==> src/design/nep_pkg.sv <==
package nep_pkg;

	localparam int QUEUE_DEPTH = 4;

	localparam int CFG_IDX_W = 2;
	localparam int CFG_DATA_W = 15;

	localparam logic [CFG_IDX_W-1:0] CFG_CHANNEL   = 2'd0;
	localparam logic [CFG_IDX_W-1:0] CFG_DFL_VEL   = 2'd1;
	localparam logic [CFG_IDX_W-1:0] CFG_DFL_GATE  = 2'd2;
	localparam logic [CFG_IDX_W-1:0] CFG_DFL_OCT   = 2'd3;

	localparam logic [3:0]  RST_CHANNEL  = 4'd0;
	localparam logic [6:0]  RST_DFL_VEL  = 7'd100;
	localparam logic [14:0] RST_DFL_GATE = 15'd1;
	localparam logic [6:0]  RST_DFL_OCT  = 7'd4;

	localparam logic [7:0] ALL_NOTES = 8'd255;
	localparam logic [6:0] NOTE_MAX  = 7'd127;

	typedef enum logic [1:0] {
		KIND_NOTE = 2'd0,
		KIND_OFF  = 2'd1,
		KIND_END  = 2'd2
	} kind_t;

	typedef struct packed {
		logic [7:0] char_code;
		logic       last;
	} in_t;

	typedef struct packed {
		kind_t       kind;
		logic [3:0]  event_channel;
		logic [7:0]  note;
		logic [6:0]  velocity;
		logic [14:0] gate_len;
		logic        end_flag;
	} out_t;

	typedef struct packed {
		logic [3:0]  channel;
		logic [6:0]  dfl_vel;
		logic [14:0] dfl_gate;
		logic [6:0]  dfl_oct;
	} cfg_t;

	typedef struct packed {
		logic       last;
		logic       blank;
		logic       digit;
		logic [3:0] dval;
		logic       alnum;
		logic       letter;
		logic [3:0] semi;
		logic       is_x;
		logic       is_o;
		logic       is_f;
		logic       sharp;
		logic       flat;
		logic       at;
		logic       vee;
		logic       tilde;
		logic       plus;
		logic       minus;
		logic       rest;
	} tok_t;

	typedef struct packed {
		kind_t       kind;
		logic [6:0]  oct;
		logic [11:0] semi;
		logic [6:0]  vel;
		logic [14:0] gate;
	} ev_t;

	typedef struct packed {
		ev_t [2:0]  ev;
		logic [1:0] cnt;
	} bnd_t;

	function automatic logic [3:0] letter_semi(logic [2:0] code);
		logic [3:0] s;
		case (code)
			3'd1:    s = 4'd9;
			3'd2:    s = 4'd11;
			3'd3:    s = 4'd0;
			3'd4:    s = 4'd2;
			3'd5:    s = 4'd4;
			3'd6:    s = 4'd5;
			3'd7:    s = 4'd7;
			default: s = 4'd0;
		endcase
		return s;
	endfunction

endpackage

==> src/design/nep_front.sv <==
module nep_front (
	input  logic          clk,
	input  logic          arst_n,
	input  logic          in_valid,
	output logic          in_ready,
	input  nep_pkg::in_t  in_data,
	output logic          tok_valid,
	input  logic          tok_ready,
	output nep_pkg::tok_t tok
);

	localparam logic [7:0] CH_TAB   = 8'h09;
	localparam logic [7:0] CH_CR    = 8'h0D;
	localparam logic [7:0] CH_SP    = " ";
	localparam logic [7:0] CH_0     = "0";
	localparam logic [7:0] CH_9     = "9";
	localparam logic [7:0] CH_LA    = "a";
	localparam logic [7:0] CH_LZ    = "z";
	localparam logic [7:0] CH_UA    = "A";
	localparam logic [7:0] CH_UG    = "G";
	localparam logic [7:0] CH_UZ    = "Z";
	localparam logic [7:0] CH_UX    = "X";
	localparam logic [7:0] CH_UO    = "O";
	localparam logic [7:0] CH_UF    = "F";
	localparam logic [7:0] CH_UV    = "V";
	localparam logic [7:0] CH_SHARP = "#";
	localparam logic [7:0] CH_FLAT  = "b";
	localparam logic [7:0] CH_AT    = "@";
	localparam logic [7:0] CH_TILDE = "~";
	localparam logic [7:0] CH_PLUS  = "+";
	localparam logic [7:0] CH_MINUS = "-";
	localparam logic [7:0] CH_REST  = "r";

	logic          vld_s1;
	nep_pkg::tok_t tok_s1;
	nep_pkg::tok_t cls;
	logic [7:0]    c;
	logic [7:0]    u;

	always_comb begin
		c = in_data.char_code;
		u = (c inside {[CH_LA:CH_LZ]}) ? c - 8'd32 : c;
		cls.last   = in_data.last;
		cls.blank  = (c == CH_SP) || (c inside {[CH_TAB:CH_CR]});
		cls.digit  = c inside {[CH_0:CH_9]};
		cls.dval   = c[3:0];
		cls.alnum  = cls.digit || (u inside {[CH_UA:CH_UZ]});
		cls.letter = u inside {[CH_UA:CH_UG]};
		cls.semi   = nep_pkg::letter_semi(u[2:0]);
		cls.is_x   = u == CH_UX;
		cls.is_o   = u == CH_UO;
		cls.is_f   = u == CH_UF;
		cls.sharp  = c == CH_SHARP;
		cls.flat   = c == CH_FLAT;
		cls.at     = c == CH_AT;
		cls.vee    = u == CH_UV;
		cls.tilde  = c == CH_TILDE;
		cls.plus   = c == CH_PLUS;
		cls.minus  = c == CH_MINUS;
		cls.rest   = c == CH_REST;
	end

	assign in_ready  = !vld_s1 || tok_ready;
	assign tok_valid = vld_s1;
	assign tok       = tok_s1;

	always_ff @(posedge clk or negedge arst_n) begin
		if (!arst_n) begin
			vld_s1 <= 1'b0;
		end else if (in_valid && in_ready) begin
			vld_s1 <= 1'b1;
		end else if (tok_ready) begin
			vld_s1 <= 1'b0;
		end
	end

	always_ff @(posedge clk) begin
		if (in_valid && in_ready) begin
			tok_s1 <= cls;
		end
	end

endmodule

==> src/design/nep_queue.sv <==
module nep_queue #(
	parameter int DEPTH = nep_pkg::QUEUE_DEPTH
) (
	input  logic          clk,
	input  logic          arst_n,
	input  logic          wr_valid,
	output logic          wr_ready,
	input  nep_pkg::tok_t wr_data,
	output logic          rd_valid,
	input  logic          rd_ready,
	output nep_pkg::tok_t rd_data
);

	localparam int PTR_W = (DEPTH > 1) ? $clog2(DEPTH) : 1;
	localparam int CNT_W = $clog2(DEPTH + 1);

	nep_pkg::tok_t    mem_q [DEPTH];
	logic [PTR_W-1:0] wr_ptr_q;
	logic [PTR_W-1:0] rd_ptr_q;
	logic [CNT_W-1:0] cnt_q;
	logic             push;
	logic             pop;

	assign wr_ready = cnt_q != CNT_W'(DEPTH);
	assign rd_valid = cnt_q != '0;
	assign rd_data  = mem_q[rd_ptr_q];
	assign push     = wr_valid && wr_ready;
	assign pop      = rd_valid && rd_ready;

	function automatic logic [PTR_W-1:0] wrap_inc(logic [PTR_W-1:0] p);
		return (p == PTR_W'(DEPTH - 1)) ? '0 : p + 1'b1;
	endfunction

	always_ff @(posedge clk or negedge arst_n) begin
		if (!arst_n) begin
			wr_ptr_q <= '0;
			rd_ptr_q <= '0;
			cnt_q    <= '0;
		end else begin
			if (push) begin
				wr_ptr_q <= wrap_inc(wr_ptr_q);
			end
			if (pop) begin
				rd_ptr_q <= wrap_inc(rd_ptr_q);
			end
			if (push && !pop) begin
				cnt_q <= cnt_q + 1'b1;
			end else if (pop && !push) begin
				cnt_q <= cnt_q - 1'b1;
			end
		end
	end

	always_ff @(posedge clk) begin
		if (push) begin
			mem_q[wr_ptr_q] <= wr_data;
		end
	end

endmodule

==> src/design/nep_parse.sv <==
module nep_parse (
	input  logic          clk,
	input  logic          arst_n,
	input  nep_pkg::cfg_t cfg,
	input  logic          tok_valid,
	output logic          tok_ready,
	input  nep_pkg::tok_t tok,
	output logic          bnd_valid,
	input  logic          bnd_ready,
	output nep_pkg::bnd_t bnd
);

	typedef enum logic [12:0] {
		PH_START = 13'b0000000000001,
		PH_OFF   = 13'b0000000000010,
		PH_SINK  = 13'b0000000000100,
		PH_IDLE  = 13'b0000000001000,
		PH_ACC   = 13'b0000000010000,
		PH_OCT1  = 13'b0000000100000,
		PH_POST  = 13'b0000001000000,
		PH_VPRE  = 13'b0000010000000,
		PH_VSIGN = 13'b0000100000000,
		PH_VDIG  = 13'b0001000000000,
		PH_GPRE  = 13'b0010000000000,
		PH_GSIGN = 13'b0100000000000,
		PH_GDIG  = 13'b1000000000000
	} phase_t;

	localparam logic [3:0] SEMI_F = 4'd5;

	phase_t             phase_q;
	logic signed [11:0] semi_q;
	logic [3:0]         oct_q;
	logic [6:0]         poct_q;
	logic [15:0]        num_q;
	logic               neg_q;
	logic [6:0]         pvel_q;
	logic [1:0]         offcnt_q;

	phase_t             ph;
	logic signed [11:0] semi;
	logic [3:0]         oct;
	logic [6:0]         poct;
	logic [15:0]        num;
	logic               neg;
	logic [6:0]         pvel;
	logic [1:0]         offcnt;
	logic               go;
	logic               vside;
	logic               pre;
	logic [2:0]         n;
	nep_pkg::ev_t       ev [4];
	logic               pop;

	function automatic nep_pkg::ev_t mk_note(logic [6:0] o, logic [11:0] s, logic [6:0] v,
			logic [14:0] g);
		nep_pkg::ev_t e;
		e.kind = nep_pkg::KIND_NOTE;
		e.oct  = o;
		e.semi = s;
		e.vel  = v;
		e.gate = g;
		return e;
	endfunction

	function automatic nep_pkg::ev_t mk_mark(nep_pkg::kind_t k);
		nep_pkg::ev_t e;
		e      = '0;
		e.kind = k;
		return e;
	endfunction

	function automatic logic [15:0] acc10(logic [15:0] a, logic [3:0] d);
		logic [19:0] s;
		s = 20'(a) * 20'd10 + 20'(d);
		return (s > 20'd65535) ? 16'hFFFF : s[15:0];
	endfunction

	function automatic logic [14:0] capval(logic [15:0] a, logic ng, logic [14:0] cap);
		logic [14:0] r;
		if (ng) begin
			r = '0;
		end else if (a > {1'b0, cap}) begin
			r = cap;
		end else begin
			r = a[14:0];
		end
		return r;
	endfunction

	always_comb begin
		ph     = phase_q;
		semi   = semi_q;
		oct    = oct_q;
		poct   = poct_q;
		num    = num_q;
		neg    = neg_q;
		pvel   = pvel_q;
		offcnt = offcnt_q;
		go     = 1'b1;
		vside  = 1'b0;
		pre    = 1'b0;
		n      = '0;
		for (int k = 0; k < 4; k++) begin
			ev[k] = '0;
		end

		for (int i = 0; i < 4; i++) begin
			if (go) begin
				go = 1'b0;
				case (ph)
					PH_START: begin
						if (tok.blank) begin
						end else if (tok.at || tok.rest || tok.minus) begin
							ph = PH_SINK;
						end else if (tok.is_x) begin
							ev[n[1:0]] = mk_mark(nep_pkg::KIND_OFF);
							n = n + 3'd1;
							ph = PH_SINK;
						end else if (tok.is_o) begin
							ph = PH_OFF;
							offcnt = 2'd1;
						end else begin
							ph = PH_IDLE;
							go = 1'b1;
						end
					end
					PH_SINK: begin
					end
					PH_OFF: begin
						if (tok.is_f && offcnt != 2'd3 && offcnt != 2'd0) begin
							offcnt = offcnt + 2'd1;
						end else if (offcnt == 2'd3) begin
							offcnt = 2'd0;
							if (!tok.alnum) begin
								ev[n[1:0]] = mk_mark(nep_pkg::KIND_OFF);
								n = n + 3'd1;
								ph = PH_SINK;
							end else begin
								ev[n[1:0]] = mk_note(cfg.dfl_oct, 12'(SEMI_F), cfg.dfl_vel,
									cfg.dfl_gate);
								n = n + 3'd1;
								semi = $signed({8'd0, SEMI_F});
								ph = PH_ACC;
								go = 1'b1;
							end
						end else begin
							if (offcnt == 2'd2) begin
								semi = $signed({8'd0, SEMI_F});
								ph = PH_ACC;
							end else begin
								ph = PH_IDLE;
							end
							offcnt = 2'd0;
							go = 1'b1;
						end
					end
					PH_IDLE: begin
						if (tok.letter) begin
							semi = $signed({8'd0, tok.semi});
							ph = PH_ACC;
						end
					end
					PH_ACC: begin
						if (tok.sharp) begin
							if (semi < 12'sd2047) begin
								semi = semi + 12'sd1;
							end
						end else if (tok.flat) begin
							if (semi > -12'sd2047) begin
								semi = semi - 12'sd1;
							end
						end else if (tok.digit) begin
							oct = tok.dval;
							ph = PH_OCT1;
						end else begin
							poct = cfg.dfl_oct;
							pvel = cfg.dfl_vel;
							ph = PH_POST;
							go = 1'b1;
						end
					end
					PH_OCT1: begin
						pvel = cfg.dfl_vel;
						ph = PH_POST;
						if (tok.digit) begin
							poct = 7'(oct) * 7'd10 + 7'(tok.dval);
						end else begin
							poct = 7'(oct);
							go = 1'b1;
						end
					end
					PH_POST: begin
						if (tok.at || tok.vee) begin
							num = '0;
							neg = 1'b0;
							ph = PH_VPRE;
						end else if (tok.tilde) begin
							num = '0;
							neg = 1'b0;
							ph = PH_GPRE;
						end else begin
							ev[n[1:0]] = mk_note(poct, semi, pvel, cfg.dfl_gate);
							n = n + 3'd1;
							ph = PH_IDLE;
							go = 1'b1;
						end
					end
					PH_VPRE, PH_VSIGN, PH_GPRE, PH_GSIGN: begin
						vside = (ph == PH_VPRE) || (ph == PH_VSIGN);
						pre   = (ph == PH_VPRE) || (ph == PH_GPRE);
						if (pre && (tok.plus || tok.minus)) begin
							neg = tok.minus;
							ph = vside ? PH_VSIGN : PH_GSIGN;
						end else if (tok.digit) begin
							num = acc10(num, tok.dval);
							ph = vside ? PH_VDIG : PH_GDIG;
						end else begin
							ev[n[1:0]] = mk_note(poct, semi, pvel, cfg.dfl_gate);
							n = n + 3'd1;
							ph = PH_IDLE;
							go = 1'b1;
						end
					end
					PH_VDIG: begin
						if (tok.digit) begin
							num = acc10(num, tok.dval);
						end else begin
							pvel = 7'(capval(num, neg, 15'(nep_pkg::NOTE_MAX)));
							if (tok.tilde) begin
								num = '0;
								neg = 1'b0;
								ph = PH_GPRE;
							end else begin
								ev[n[1:0]] = mk_note(poct, semi, pvel, cfg.dfl_gate);
								n = n + 3'd1;
								ph = PH_IDLE;
								go = 1'b1;
							end
						end
					end
					PH_GDIG: begin
						if (tok.digit) begin
							num = acc10(num, tok.dval);
						end else begin
							ev[n[1:0]] = mk_note(poct, semi, pvel, capval(num, neg, 15'h7FFF));
							n = n + 3'd1;
							ph = PH_IDLE;
							go = 1'b1;
						end
					end
					default: begin
						ph = PH_IDLE;
						go = 1'b1;
					end
				endcase
			end
		end

		if (tok.last) begin
			case (ph)
				PH_OFF: begin
					if (offcnt == 2'd2) begin
						ev[n[1:0]] = mk_note(cfg.dfl_oct, 12'(SEMI_F), cfg.dfl_vel, cfg.dfl_gate);
						n = n + 3'd1;
					end else if (offcnt == 2'd3) begin
						ev[n[1:0]] = mk_mark(nep_pkg::KIND_OFF);
						n = n + 3'd1;
					end
				end
				PH_ACC: begin
					ev[n[1:0]] = mk_note(cfg.dfl_oct, semi, cfg.dfl_vel, cfg.dfl_gate);
					n = n + 3'd1;
				end
				PH_OCT1: begin
					ev[n[1:0]] = mk_note(7'(oct), semi, cfg.dfl_vel, cfg.dfl_gate);
					n = n + 3'd1;
				end
				PH_POST, PH_VPRE, PH_VSIGN, PH_GPRE, PH_GSIGN: begin
					ev[n[1:0]] = mk_note(poct, semi, pvel, cfg.dfl_gate);
					n = n + 3'd1;
				end
				PH_VDIG: begin
					ev[n[1:0]] = mk_note(poct, semi, 7'(capval(num, neg, 15'(nep_pkg::NOTE_MAX))),
						cfg.dfl_gate);
					n = n + 3'd1;
				end
				PH_GDIG: begin
					ev[n[1:0]] = mk_note(poct, semi, pvel, capval(num, neg, 15'h7FFF));
					n = n + 3'd1;
				end
				default: begin
				end
			endcase
			ev[n[1:0]] = mk_mark(nep_pkg::KIND_END);
			n      = n + 3'd1;
			ph     = PH_START;
			semi   = '0;
			oct    = '0;
			poct   = '0;
			num    = '0;
			neg    = 1'b0;
			pvel   = '0;
			offcnt = '0;
		end

		bnd.ev[0] = ev[0];
		bnd.ev[1] = ev[1];
		bnd.ev[2] = (n == 3'd4) ? ev[3] : ev[2];
		bnd.cnt   = (n == 3'd4) ? 2'd3 : n[1:0];
	end

	assign tok_ready = (n == 3'd0) || bnd_ready;
	assign bnd_valid = tok_valid && (n != 3'd0);
	assign pop       = tok_valid && tok_ready;

	always_ff @(posedge clk or negedge arst_n) begin
		if (!arst_n) begin
			phase_q  <= PH_START;
			semi_q   <= '0;
			oct_q    <= '0;
			poct_q   <= '0;
			num_q    <= '0;
			neg_q    <= 1'b0;
			pvel_q   <= '0;
			offcnt_q <= '0;
		end else if (pop) begin
			phase_q  <= ph;
			semi_q   <= semi;
			oct_q    <= oct;
			poct_q   <= poct;
			num_q    <= num;
			neg_q    <= neg;
			pvel_q   <= pvel;
			offcnt_q <= offcnt;
		end
	end

	a_last_restarts: assert property (@(posedge clk) disable iff (!arst_n)
		pop && tok.last |=> phase_q == PH_START)
		else $error("expression did not restart after its last item");

	a_off_count: assert property (@(posedge clk) disable iff (!arst_n)
		phase_q == PH_OFF |-> offcnt_q != 2'd0)
		else $error("off match phase with empty match count");

	a_semi_range: assert property (@(posedge clk) disable iff (!arst_n)
		semi_q >= -12'sd2047)
		else $error("semitone total out of range");

	a_end_closes: assert property (@(posedge clk) disable iff (!arst_n)
		bnd_valid && bnd_ready && tok.last |->
			bnd.ev[bnd.cnt - 2'd1].kind == nep_pkg::KIND_END)
		else $error("last item does not close with an end marker");

endmodule

==> src/design/nep_emit.sv <==
module nep_emit (
	input  logic          clk,
	input  logic          arst_n,
	input  nep_pkg::cfg_t cfg,
	input  logic          bnd_valid,
	output logic          bnd_ready,
	input  nep_pkg::bnd_t bnd,
	output logic          out_valid,
	input  logic          out_ready,
	output nep_pkg::out_t out_data
);

	nep_pkg::ev_t       ev_q [3];
	logic [1:0]         cnt_q;
	nep_pkg::ev_t       head;
	logic [7:0]         o1;
	logic [10:0]        base;
	logic signed [13:0] m;
	logic [7:0]         note_on;

	assign out_valid = cnt_q != 2'd0;
	assign bnd_ready = (cnt_q == 2'd0) || (cnt_q == 2'd1 && out_ready);
	assign head      = ev_q[0];

	always_comb begin
		o1   = {1'b0, head.oct} + 8'd1;
		base = 11'(o1) * 11'd12;
		m    = $signed({3'b000, base}) + $signed({{2{head.semi[11]}}, head.semi});
		if (m < 14'sd0) begin
			note_on = '0;
		end else if (m > 14'sd127) begin
			note_on = {1'b0, nep_pkg::NOTE_MAX};
		end else begin
			note_on = {1'b0, m[6:0]};
		end

		out_data.kind          = head.kind;
		out_data.event_channel = cfg.channel;
		out_data.end_flag      = 1'b0;
		case (head.kind)
			nep_pkg::KIND_NOTE: begin
				out_data.note     = note_on;
				out_data.velocity = head.vel;
				out_data.gate_len = head.gate;
			end
			nep_pkg::KIND_OFF: begin
				out_data.note     = nep_pkg::ALL_NOTES;
				out_data.velocity = '0;
				out_data.gate_len = '0;
			end
			default: begin
				out_data.note     = '0;
				out_data.velocity = '0;
				out_data.gate_len = '0;
				out_data.end_flag = 1'b1;
			end
		endcase
	end

	always_ff @(posedge clk or negedge arst_n) begin
		if (!arst_n) begin
			cnt_q <= '0;
		end else if (bnd_valid && bnd_ready) begin
			cnt_q <= bnd.cnt;
		end else if (out_valid && out_ready) begin
			cnt_q <= cnt_q - 2'd1;
		end
	end

	always_ff @(posedge clk) begin
		if (bnd_valid && bnd_ready) begin
			ev_q[0] <= bnd.ev[0];
			ev_q[1] <= bnd.ev[1];
			ev_q[2] <= bnd.ev[2];
		end else if (out_valid && out_ready) begin
			ev_q[0] <= ev_q[1];
			ev_q[1] <= ev_q[2];
		end
	end

endmodule

==> src/design/note_expression_parser.sv <==
// Note expression parser: reads note text one ASCII byte per item and emits
// MIDI events (note-on, all-notes-off, end marker).
// Input channel in_valid/in_ready/in_data carries one byte and its last flag;
// output channel out_valid/out_ready/out_data carries one event per item.
// Every expression closes with an end marker event (end_flag set).
// Configuration: pulse cfg_we with cfg_idx/cfg_wdata; 0 channel, 1 default
// velocity, 2 default gate, 3 default octave. Write only while idle.
// Path: a byte is registered in the classify stage, written into the queue, then
// parsed combinationally into the output register.
// Throughput: one byte per cycle while out_ready is high and each byte yields at
// most one event; a byte that yields several events holds the parser while the
// output register drains, one event per cycle while out_ready is high. The queue
// between classifier and parser holds QUEUE_DEPTH bytes.
// Reset: asynchronous, active low; clears all parse state, empties the queue
// and output register, and loads the register defaults (channel 0, velocity
// 100, gate 1, octave 4).
// Stall: with out_ready low the held event stays stable; the parser stops,
// the queue fills, then in_ready drops.
module note_expression_parser #(
	parameter int QUEUE_DEPTH = nep_pkg::QUEUE_DEPTH
) (
	input  logic                            clk,
	input  logic                            arst_n,
	input  logic                            in_valid,
	output logic                            in_ready,
	input  nep_pkg::in_t                    in_data,
	output logic                            out_valid,
	input  logic                            out_ready,
	output nep_pkg::out_t                   out_data,
	input  logic                            cfg_we,
	input  logic [nep_pkg::CFG_IDX_W-1:0]   cfg_idx,
	input  logic [nep_pkg::CFG_DATA_W-1:0]  cfg_wdata
);

	nep_pkg::cfg_t cfg_q;
	nep_pkg::tok_t f_tok;
	nep_pkg::tok_t q_tok;
	nep_pkg::bnd_t bnd;
	logic          f_valid;
	logic          f_ready;
	logic          q_valid;
	logic          q_ready;
	logic          bnd_valid;
	logic          bnd_ready;

	always_ff @(posedge clk or negedge arst_n) begin
		if (!arst_n) begin
			cfg_q.channel  <= nep_pkg::RST_CHANNEL;
			cfg_q.dfl_vel  <= nep_pkg::RST_DFL_VEL;
			cfg_q.dfl_gate <= nep_pkg::RST_DFL_GATE;
			cfg_q.dfl_oct  <= nep_pkg::RST_DFL_OCT;
		end else if (cfg_we) begin
			case (cfg_idx)
				nep_pkg::CFG_CHANNEL:  cfg_q.channel  <= cfg_wdata[3:0];
				nep_pkg::CFG_DFL_VEL:  cfg_q.dfl_vel  <= cfg_wdata[6:0];
				nep_pkg::CFG_DFL_GATE: cfg_q.dfl_gate <= cfg_wdata[14:0];
				nep_pkg::CFG_DFL_OCT:  cfg_q.dfl_oct  <= cfg_wdata[6:0];
				default: begin
				end
			endcase
		end
	end

	nep_front u_front (
		.clk       (clk),
		.arst_n    (arst_n),
		.in_valid  (in_valid),
		.in_ready  (in_ready),
		.in_data   (in_data),
		.tok_valid (f_valid),
		.tok_ready (f_ready),
		.tok       (f_tok)
	);

	nep_queue #(
		.DEPTH (QUEUE_DEPTH)
	) u_queue (
		.clk      (clk),
		.arst_n   (arst_n),
		.wr_valid (f_valid),
		.wr_ready (f_ready),
		.wr_data  (f_tok),
		.rd_valid (q_valid),
		.rd_ready (q_ready),
		.rd_data  (q_tok)
	);

	nep_parse u_parse (
		.clk       (clk),
		.arst_n    (arst_n),
		.cfg       (cfg_q),
		.tok_valid (q_valid),
		.tok_ready (q_ready),
		.tok       (q_tok),
		.bnd_valid (bnd_valid),
		.bnd_ready (bnd_ready),
		.bnd       (bnd)
	);

	nep_emit u_emit (
		.clk       (clk),
		.arst_n    (arst_n),
		.cfg       (cfg_q),
		.bnd_valid (bnd_valid),
		.bnd_ready (bnd_ready),
		.bnd       (bnd),
		.out_valid (out_valid),
		.out_ready (out_ready),
		.out_data  (out_data)
	);

endmodule

==> config.mk <==
export PLATFORM = sky130hd
export DESIGN_NAME = note_expression_parser
export DESIGN_NICKNAME = d
export VERILOG_FILES = /design/src/design/nep_pkg.sv /design/src/design/nep_front.sv /design/src/design/nep_queue.sv /design/src/design/nep_parse.sv /design/src/design/nep_emit.sv /design/src/design/note_expression_parser.sv
export SDC_FILE = /design/constraint.sdc
export NUM_CORES = 1
export LEC_CHECK = 0
export BUFFER_PORTS_ARGS = -buffer_cell sky130_fd_sc_hd__buf_4
export CORE_MARGIN = 10
export CORE_UTILIZATION = 40
export DETAILED_ROUTE_END_ITERATION = 10
export GPL_TIMING_DRIVEN = 0
export HOLD_SLACK_MARGIN = 0.12
export PLACE_DENSITY = 0.51
export SLEW_MARGIN = 20
export SYNTH_ARGS = -nofsm -noshare
export SYNTH_HDL_FRONTEND = slang
export SYNTH_SLANG_ARGS = --single-unit
==> constraint.sdc <==
create_clock -name clk -period 10.8 [get_ports clk]
set_clock_uncertainty 0.1 [all_clocks]
set_input_delay 1.62 -clock clk [delete_from_list [all_inputs] [get_ports clk]]
set_output_delay 1.62 -clock clk [all_outputs]
set_load 0.1 [all_outputs]
==> results.json, run 1 <==
{
  "syn_to_final_growth_pct": 11.9,
  "leakage_nw": 11.1,
  "synth_xor_area_frac": 0.0231,
  "whs_path_depth": 0,
  "syn_area_um2": 26500,
  "worst-path-max-fanout": 50,
  "grt_max_degree": 62,
  "syn_avg_cell_area_um2": 8.77,
  "first_pass_iters": 7,
  "critical_path_class": "flip-flop to flip-flop",
  "relSlewSlack": 0.154,
  "pin_count": 70,
  "fin_crit_sh": 0.950,
  "antenna_found_initial": 4,
  "cts_buffers": 42,
  "crit_path_start_kind": "flip-flop",
  "cts_htree_levels": 2,
  "synth_nets": 3157,
  "die_w_um": 277,
  "fmax_mhz": 97.5,
  "synthFlopType": "edfxtp_1",
  "fin_hold_ws_ns": 0.385,
  "die_h_um": 277,
  "post_cts_resized": 0,
  "cellPowerDensity_nw_per_um2": 376,
  "worstMarginPinSlew_ns": 1.27,
  "rsz0062_at_grt": "false",
  "maxCapViolCount": 0,
  "drive_above_1_share": 0.104,
  "r2r_cells": 22,
  "ys_seq_area_frac": 0.382,
  "start_util": 0.403,
  "grt.overflow.total": 0,
  "synth-adder-area-share": 0.0535,
  "row_count": 94,
  "clockBufferDepth": 3,
  "ys_seq_elements": 354,
  "synthArstFlopShare": 0.297,
  "clock_sink_count": 354,
  "utilization": 0.451,
  "wire_per_inst_um": 32.3,
  "portBuffers": 68,
  "yosysWarnings": 0,
  "insertion_delay_ns": 0.62,
  "layout.nets": 3275,
  "holdCritPathClass": "flip-flop to flip-flop",
  "dp.final_hpwl_um": 103000,
  "status": "completed",
  "vdd_ir_drop_max_uv": 286,
  "cp.required_ns": 10.98,
  "yosysUniqueCellTypes": 106,
  "period_minus_slack_ns": 10.26,
  "synth-edff-count": 249,
  "worstPathArrival_ns": 10.44,
  "clkTransAtPathRegs_ns": 0.08,
  "cts_setup_buffers": 0,
  "die-area_um2": 76800,
  "end_kind": "flip-flop",
  "muxShareOfSynthArea": 0.0468,
  "drtAntennaViolNets": 0,
  "grt_pass1_wl_um": 186000,
  "grt_pass1_vias": 25400,
  "routabilityCongestion": 1.08,
  "grtUsageTotal": 0.326,
  "core_area_um2": 65600,
  "synthCells": 3019,
  "multi_input_area_um2": 15200,
  "hold_viol": 0,
  "synth_compound_area_frac": 0.255,
  "drt_iter0_drc": 3700,
  "holdBufCountCts": 0,
  "r2r_setup_slack_ns": 0.54,
  "ff_latch_area_um2": 10100,
  "clock-root-buffer": "clkbuf_16",
  "via_per_inst": 6.58,
  "vias": 26600,
  "final-setup-viol-count": 0,
  "drv_slew": 0,
  "drc_errors": 0,
  "diodes": 0,
  "fill_cells": 6559,
  "synthSimpleGateAreaFrac": 0.193,
  "wl_um": 130000,
  "synth_top_family_by_area": "compound AO/OA/AOI/OAI gates",
  "cts_tree": "built"
}
final cells by class:
cell class              instances  area share
plain buffers                 214      0.0310
clock buffers                  56      0.0383
clock inverters                21     0.00955
inverters                      80      0.0101
multi-input cells            2371       0.513
flip-flops and latches        354       0.341
well taps                     864      0.0365
repair buffers                 74      0.0202
cells by family after synthesis:
family	after synthesis
AND/OR/NAND/NOR	1069
AO/OA/AOI/OAI	1034
flip-flops	354
buffers and inverters	294
adder cells (fa/ha/maj)	108
multiplexers	92
XOR/XNOR	68
Yosys cell counts (all sizes together) (16+ instances only):
| cell | n | area share |
|---|---|---|
| xor2 | 23 | 0.0079 |
| a31oi | 35 | 0.0083 |
| nand3 | 62 | 0.012 |
| a22oi | 38 | 0.011 |
| clkbuf | 153 | 0.022 |
| nand2b | 42 | 0.010 |
| o31ai | 68 | 0.020 |
| dfrtp | 99 | 0.094 |
| nor4 | 40 | 0.011 |
| or3 | 18 | 0.0043 |
| nand4 | 31 | 0.0073 |
| o41ai | 25 | 0.0083 |
| a221oi | 20 | 0.0066 |
| edfxtp | 249 | 0.28 |
| nor3 | 64 | 0.012 |
| mux4 | 20 | 0.017 |
| xnor2 | 45 | 0.015 |
| nor2 | 285 | 0.041 |
| inv | 80 | 0.011 |
| a22o | 21 | 0.0070 |
| ha | 98 | 0.046 |
| a21oi | 271 | 0.051 |
| buf | 61 | 0.013 |
| o211ai | 29 | 0.0082 |
| and3 | 25 | 0.0059 |
| o21a | 35 | 0.0099 |
| o22ai | 35 | 0.0083 |
| o21ai | 245 | 0.048 |
| nor2b | 25 | 0.0059 |
| nand2 | 353 | 0.050 |
| mux2 | 50 | 0.021 |
| a211oi | 36 | 0.010 |
| o221ai | 16 | 0.0053 |
| or2 | 24 | 0.0058 |
| a21o | 49 | 0.014 |
| or4 | 17 | 0.0050 |
| mux2i | 22 | 0.0083 |
| and2 | 43 | 0.010 |
worst max-delay path, stage by stage, from the launching register on:
cell	delay [ns]
dfrtp_1	0.36
buf_2	0.17
nor4_1	0.86
nand4_1	0.89
nor2_1	1.06
nor2_1	0.35
nor2_1	0.23
a31o_2	0.34
ha_1	0.30
o32ai_2	0.63
ha_1	0.35
o21a_1	0.23
ha_1	0.21
clkbuf_1	0.26
nand2b_1	0.29
or3_1	0.35
a21oi_1	0.27
a311oi_4	0.13
nor3_4	0.51
o311a_4	0.72
nor2_4	0.19
buf_1	0.32
o41ai_1	0.75
final timing paths:
kind | startpoint | end
worst max-delay path | u_parse.phase_q[1]$_DFFE_PN0P_ | u_emit.ev_q[0][12]$_DFFE_PP_
worst min-delay path | u_front.tok[3]$_DFFE_PP_ | u_queue.mem_q[1][3]$_DFFE_PP_
worst max register to register | u_parse.phase_q[1]$_DFFE_PN0P_ | u_emit.ev_q[0][12]$_DFFE_PP_
worst min register to register | u_front.tok[3]$_DFFE_PP_ | u_queue.mem_q[1][3]$_DFFE_PP_
max in group asynchronous | arst_n | cfg_q[27]$_DFFE_PN1P_
min in group asynchronous | arst_n | u_parse.num_q[15]$_DFFE_PN0P_
metrics by stage:
stage / setup WS (ns) / area (um^2) / std cells / setup TNS (ns) / power [W]
final: 0.543 / 29600 / 4034 / 0 / 0.0111
after global routing: 0.110 / 29600 / 4034 / 0 / 0.0115
after CTS: 0.481 / 29600 / 4034 / 0 / 0.0109
after detailed placement: 0.593 / 28200 / 3957 / 0 / 0.00945
after global placement: -1.43 / 28100 / 3951 / -120.98 / 0.00941
after floorplan: 1.47 / 26500 / 3019 / 0 / 0.00673
layer usage:
layer	share of wire	GRT usage
met5	0.00031	0
met4	0.060	0.163
met3	0.10	0.0862
met2	0.44	0.502
met1	0.40	0.416
power breakdown:
group / internal (W) / switching [W]
Sequential: 0.00213 / 0.000210
Clock: 0.000848 / 0.000631
Combinational: 0.00182 / 0.00551
Total: 0.00480 / 0.00635
cell usage in the layout, fill, tap and decap left out, types with 22 or more instances in the layout:
master and n:
a211oi_1 36, buf_4 81, nor2b_1 25, nor2_1 284, nor3_1 60, edfxtp_1 249
o21a_1 35, mux2i_1 22, nand2b_1 40, xor2_1 22, a21oi_1 271, inv_1 78
mux2_2 49, clkbuf_1 162, nand4_1 31, or2_2 23, and3_1 25, nor4_1 34
nand3_1 62, and2_1 38, o31ai_1 66, o41ai_1 25, a22oi_1 38, ha_1 98
xnor2_1 44, o22ai_1 35, dfrtp_1 99, o211ai_1 29, a31oi_1 35, a21o_1 48
o21ai_0 224, buf_2 30, clkbuf_16 42, nand2_1 353
registers in the layout, summed over array words and instances (netlist names), 3 cells and up:
name / count
u_parse.phase_q: 13
u_parse.semi_q: 12
u_queue.cnt_q: 3
u_parse.num_q: 16
u_front.tok: 24
u_parse.pvel_q: 7
u_parse.poct_q: 7
u_parse.oct_q: 4
cfg_q: 33
u_queue.mem_q: 96
u_emit.ev_q: 129
(Power assumes the default switching activity.)
==> run 2, diff against run 1 <==
==> constraint.sdc (replaced) <==
create_clock -name clk -period 13 [get_ports clk]
set_clock_uncertainty 0.1 [all_clocks]
set_input_delay 1.95 -clock clk [delete_from_list [all_inputs] [get_ports clk]]
set_output_delay 1.95 -clock clk [all_outputs]
set_load 0.1 [all_outputs]
==> results.json, run 2 (synthesized netlist as in run 1, its figures left out) <==
{
  "status": "completed",
  "antenna_found_initial": 4,
  "end_kind": "flip-flop",
  "crit_path_start_kind": "flip-flop",
  "clock-root-buffer": "clkbuf_16",
  "final-setup-viol-count": 0,
  "worstPathArrival_ns": 10.72,
  "leakage_nw": 11.1,
  "power.share.clock": 0.133,
  "diodes": 0,
  "grtUsageTotal": 0.326,
  "netSwitchingPower_w": 0.00528,
  "syn_to_final_growth_pct": 11.9,
  "vdd_ir_drop_max_uv": 238,
  "reg_top3": "u_emit.ev_q x129, u_queue.mem_q x96, cfg_q x33",
  "vias": 26600,
  "via_per_inst": 6.60,
  "placed_area_um2": 28200,
  "cts_buffers": 42,
  "die_w_um": 277,
  "start_util": 0.403,
  "drt_iter0_drc": 3291,
  "cts_htree_levels": 2,
  "pin_count": 70,
  "stdcell_area_um2": 29600,
  "rr_startpoint": "u_parse.phase_q[1]$_DFFE_PN0P_",
  "cts_tree": "built",
  "cellPowerDensity_nw_per_um2": 313,
  "period_minus_slack_ns": 10.54,
  "finalSetupTns_ns": 0,
  "comb_power_share": 0.657,
  "cp_slowest_cell": "nor2_1",
  "clkTransAtPathRegs_ns": 0.08,
  "total_power_w": 0.00926,
  "fmax_mhz": 94.9,
  "pwr-share-seq": 0.210,
  "row_count": 94,
  "largest_register_ffs": 129,
  "worst-path-max-fanout": 50,
  "r2r_cells": 22,
  "fin_crit_sh": 0.811,
  "hp-start": "u_front.tok[3]$_DFFE_PP_",
  "cts_setup_buffers": 0,
  "insertion_delay_ns": 0.62,
  "dp.final_hpwl_um": 103000,
  "worstPathCellList": "buf_2 -> nor4_1 -> nand4_1 -> nor2_1 -> nor2_1 -> nor2_1 -> a31o_2 -> ha_1 -> o32ai_2 -> ha_1 -> o21a_1 -> ha_1 -> clkbuf_1 -> nand2b_1 -> or3_1 -> a21oi_1 -> a311oi_4 -> nor3_2 -> o311a_4 -> nor2_4 -> buf_1 -> o41ai_1",
  "worst-path-buf-inv": 3,
  "hold_viol": 0,
  "p_int_w": 0.00398,
  "routabilityCongestion": 1.08,
  "holdCritPathClass": "flip-flop to flip-flop",
  "grt_max_degree": 62,
  "clockBufferDepth": 3,
  "grt.overflow.total": 0,
  "holdBufCountCts": 0,
  "rsz0062_at_grt": "false",
  "drc_errors": 0,
  "cpLargestDelayFamily": "simple AND/OR/NAND/NOR gates",
  "critical_path_class": "flip-flop to flip-flop",
  "die_h_um": 277,
  "grt_pass1_vias": 25400,
  "first_pass_iters": 7,
  "grt_pass1_wl_um": 186000,
  "whs_path_depth": 0,
  "wire_per_inst_um": 32.3,
  "core_area_um2": 65600,
  "portBuffers": 68,
  "relSlewSlack": 0.143,
  "r2r_end": "u_emit.ev_q[0][12]$_DFFE_PP_",
  "drtAntennaViolNets": 0,
  "cpPeakStageDelay_ns": 1.06,
  "wl_um": 130000,
  "drive_above_1_share": 0.104,
  "final_common_cell": "nand2_1",
  "die-area_um2": 76800,
  "switching_share": 0.570,
  "layout.nets": 3275,
  "hold_end": "u_queue.mem_q[1][3]$_DFFE_PP_",
  "r2r_setup_slack_ns": 2.46,
  "utilization": 0.451,
  "maxCapViolCount": 0,
  "final_cell_mix": "nand2_1 (353), nor2_1 (284), a21oi_1 (271), edfxtp_1 (249), o21ai_0 (224)",
  "cp.required_ns": 13.18,
  "clock_sink_count": 354,
  "drv_slew": 0,
  "worstMarginPinSlew_ns": 1.29,
  "post_cts_resized": 0,
  "largest_register": "u_emit.ev_q"
}
==> run 2: cell counts in the layout (fill, tap and decap cells not counted) <==
No cell type changed its count.
==> run 2: through the flow <==
step | hold slack, ns | cells | worst slack (ns)
finish | 0.383 | 4034 | 2.46
global route | 0.413 | 4034 | 2.09
CTS | 0.391 | 4034 | 2.68
detailed placement | 0.382 | 3957 | 2.79
global placement | 0.367 | 3951 | 0.769
floorplan | 0.359 | 3019 | 3.67
==> run 2: area by class of cell <==
| class | count | area, um^2 |
|---|---|---|
| Multi-Input combinational cell | 2371 | 15200 |
| Clock inverter | 21 | 283 |
| Timing Repair Buffer | 74 | 599 |
| Clock buffer | 56 | 1130 |
| Tap cell | 864 | 1080 |
| Sequential cell | 354 | 10100 |
| Inverter | 80 | 300 |
| Buffer | 214 | 918 |
| Fill cell | 6558 | 36000 |
==> run 2: how the worst max path moves through the flow <==
stage,start,endpoint,slack (ns),cells past startpoint
after detailed placement,u_parse.phase_q[8]$_DFFE_PN0P_,u_emit.ev_q[0][7]$_DFFE_PP_,2.79,28
after global routing,u_parse.phase_q[8]$_DFFE_PN0P_,u_emit.ev_q[0][12]$_DFFE_PP_,2.09,28
after global placement,u_parse.phase_q[8]$_DFFE_PN0P_,u_emit.ev_q[0][55]$_DFFE_PP_,0.77,26
after floorplan,u_parse.phase_q[7]$_DFFE_PN0P_,u_emit.ev_q[0][0]$_DFFE_PP_,3.67,24
after CTS,u_parse.phase_q[8]$_DFFE_PN0P_,u_emit.ev_q[0][7]$_DFFE_PP_,2.68,28
final,u_parse.phase_q[1]$_DFFE_PN0P_,u_emit.ev_q[0][12]$_DFFE_PP_,2.46,22
==> run 2: layer usage <==
layer,global-route usage,up-vias,routed length (um)
met2,0.502,1582,57300
met4,0.163,6,7650
met1,0.416,13100,52000
met5,0,-,40
li1,-,11600,-
met3,0.0862,374,13400
==> run 2: power by group through the flow <==
stage	Sequential (W)	Combinational (W)	Clock (W)
2_1_floorplan	0.00191	0.00368	0
3_3_place_gp	0.00199	0.00583	0
3_5_place_dp	0.00196	0.00589	0
4_1_cts	0.00194	0.00591	0.00125
5_1_grt	0.00197	0.00632	0.00129
6_report	0.00194	0.00609	0.00123
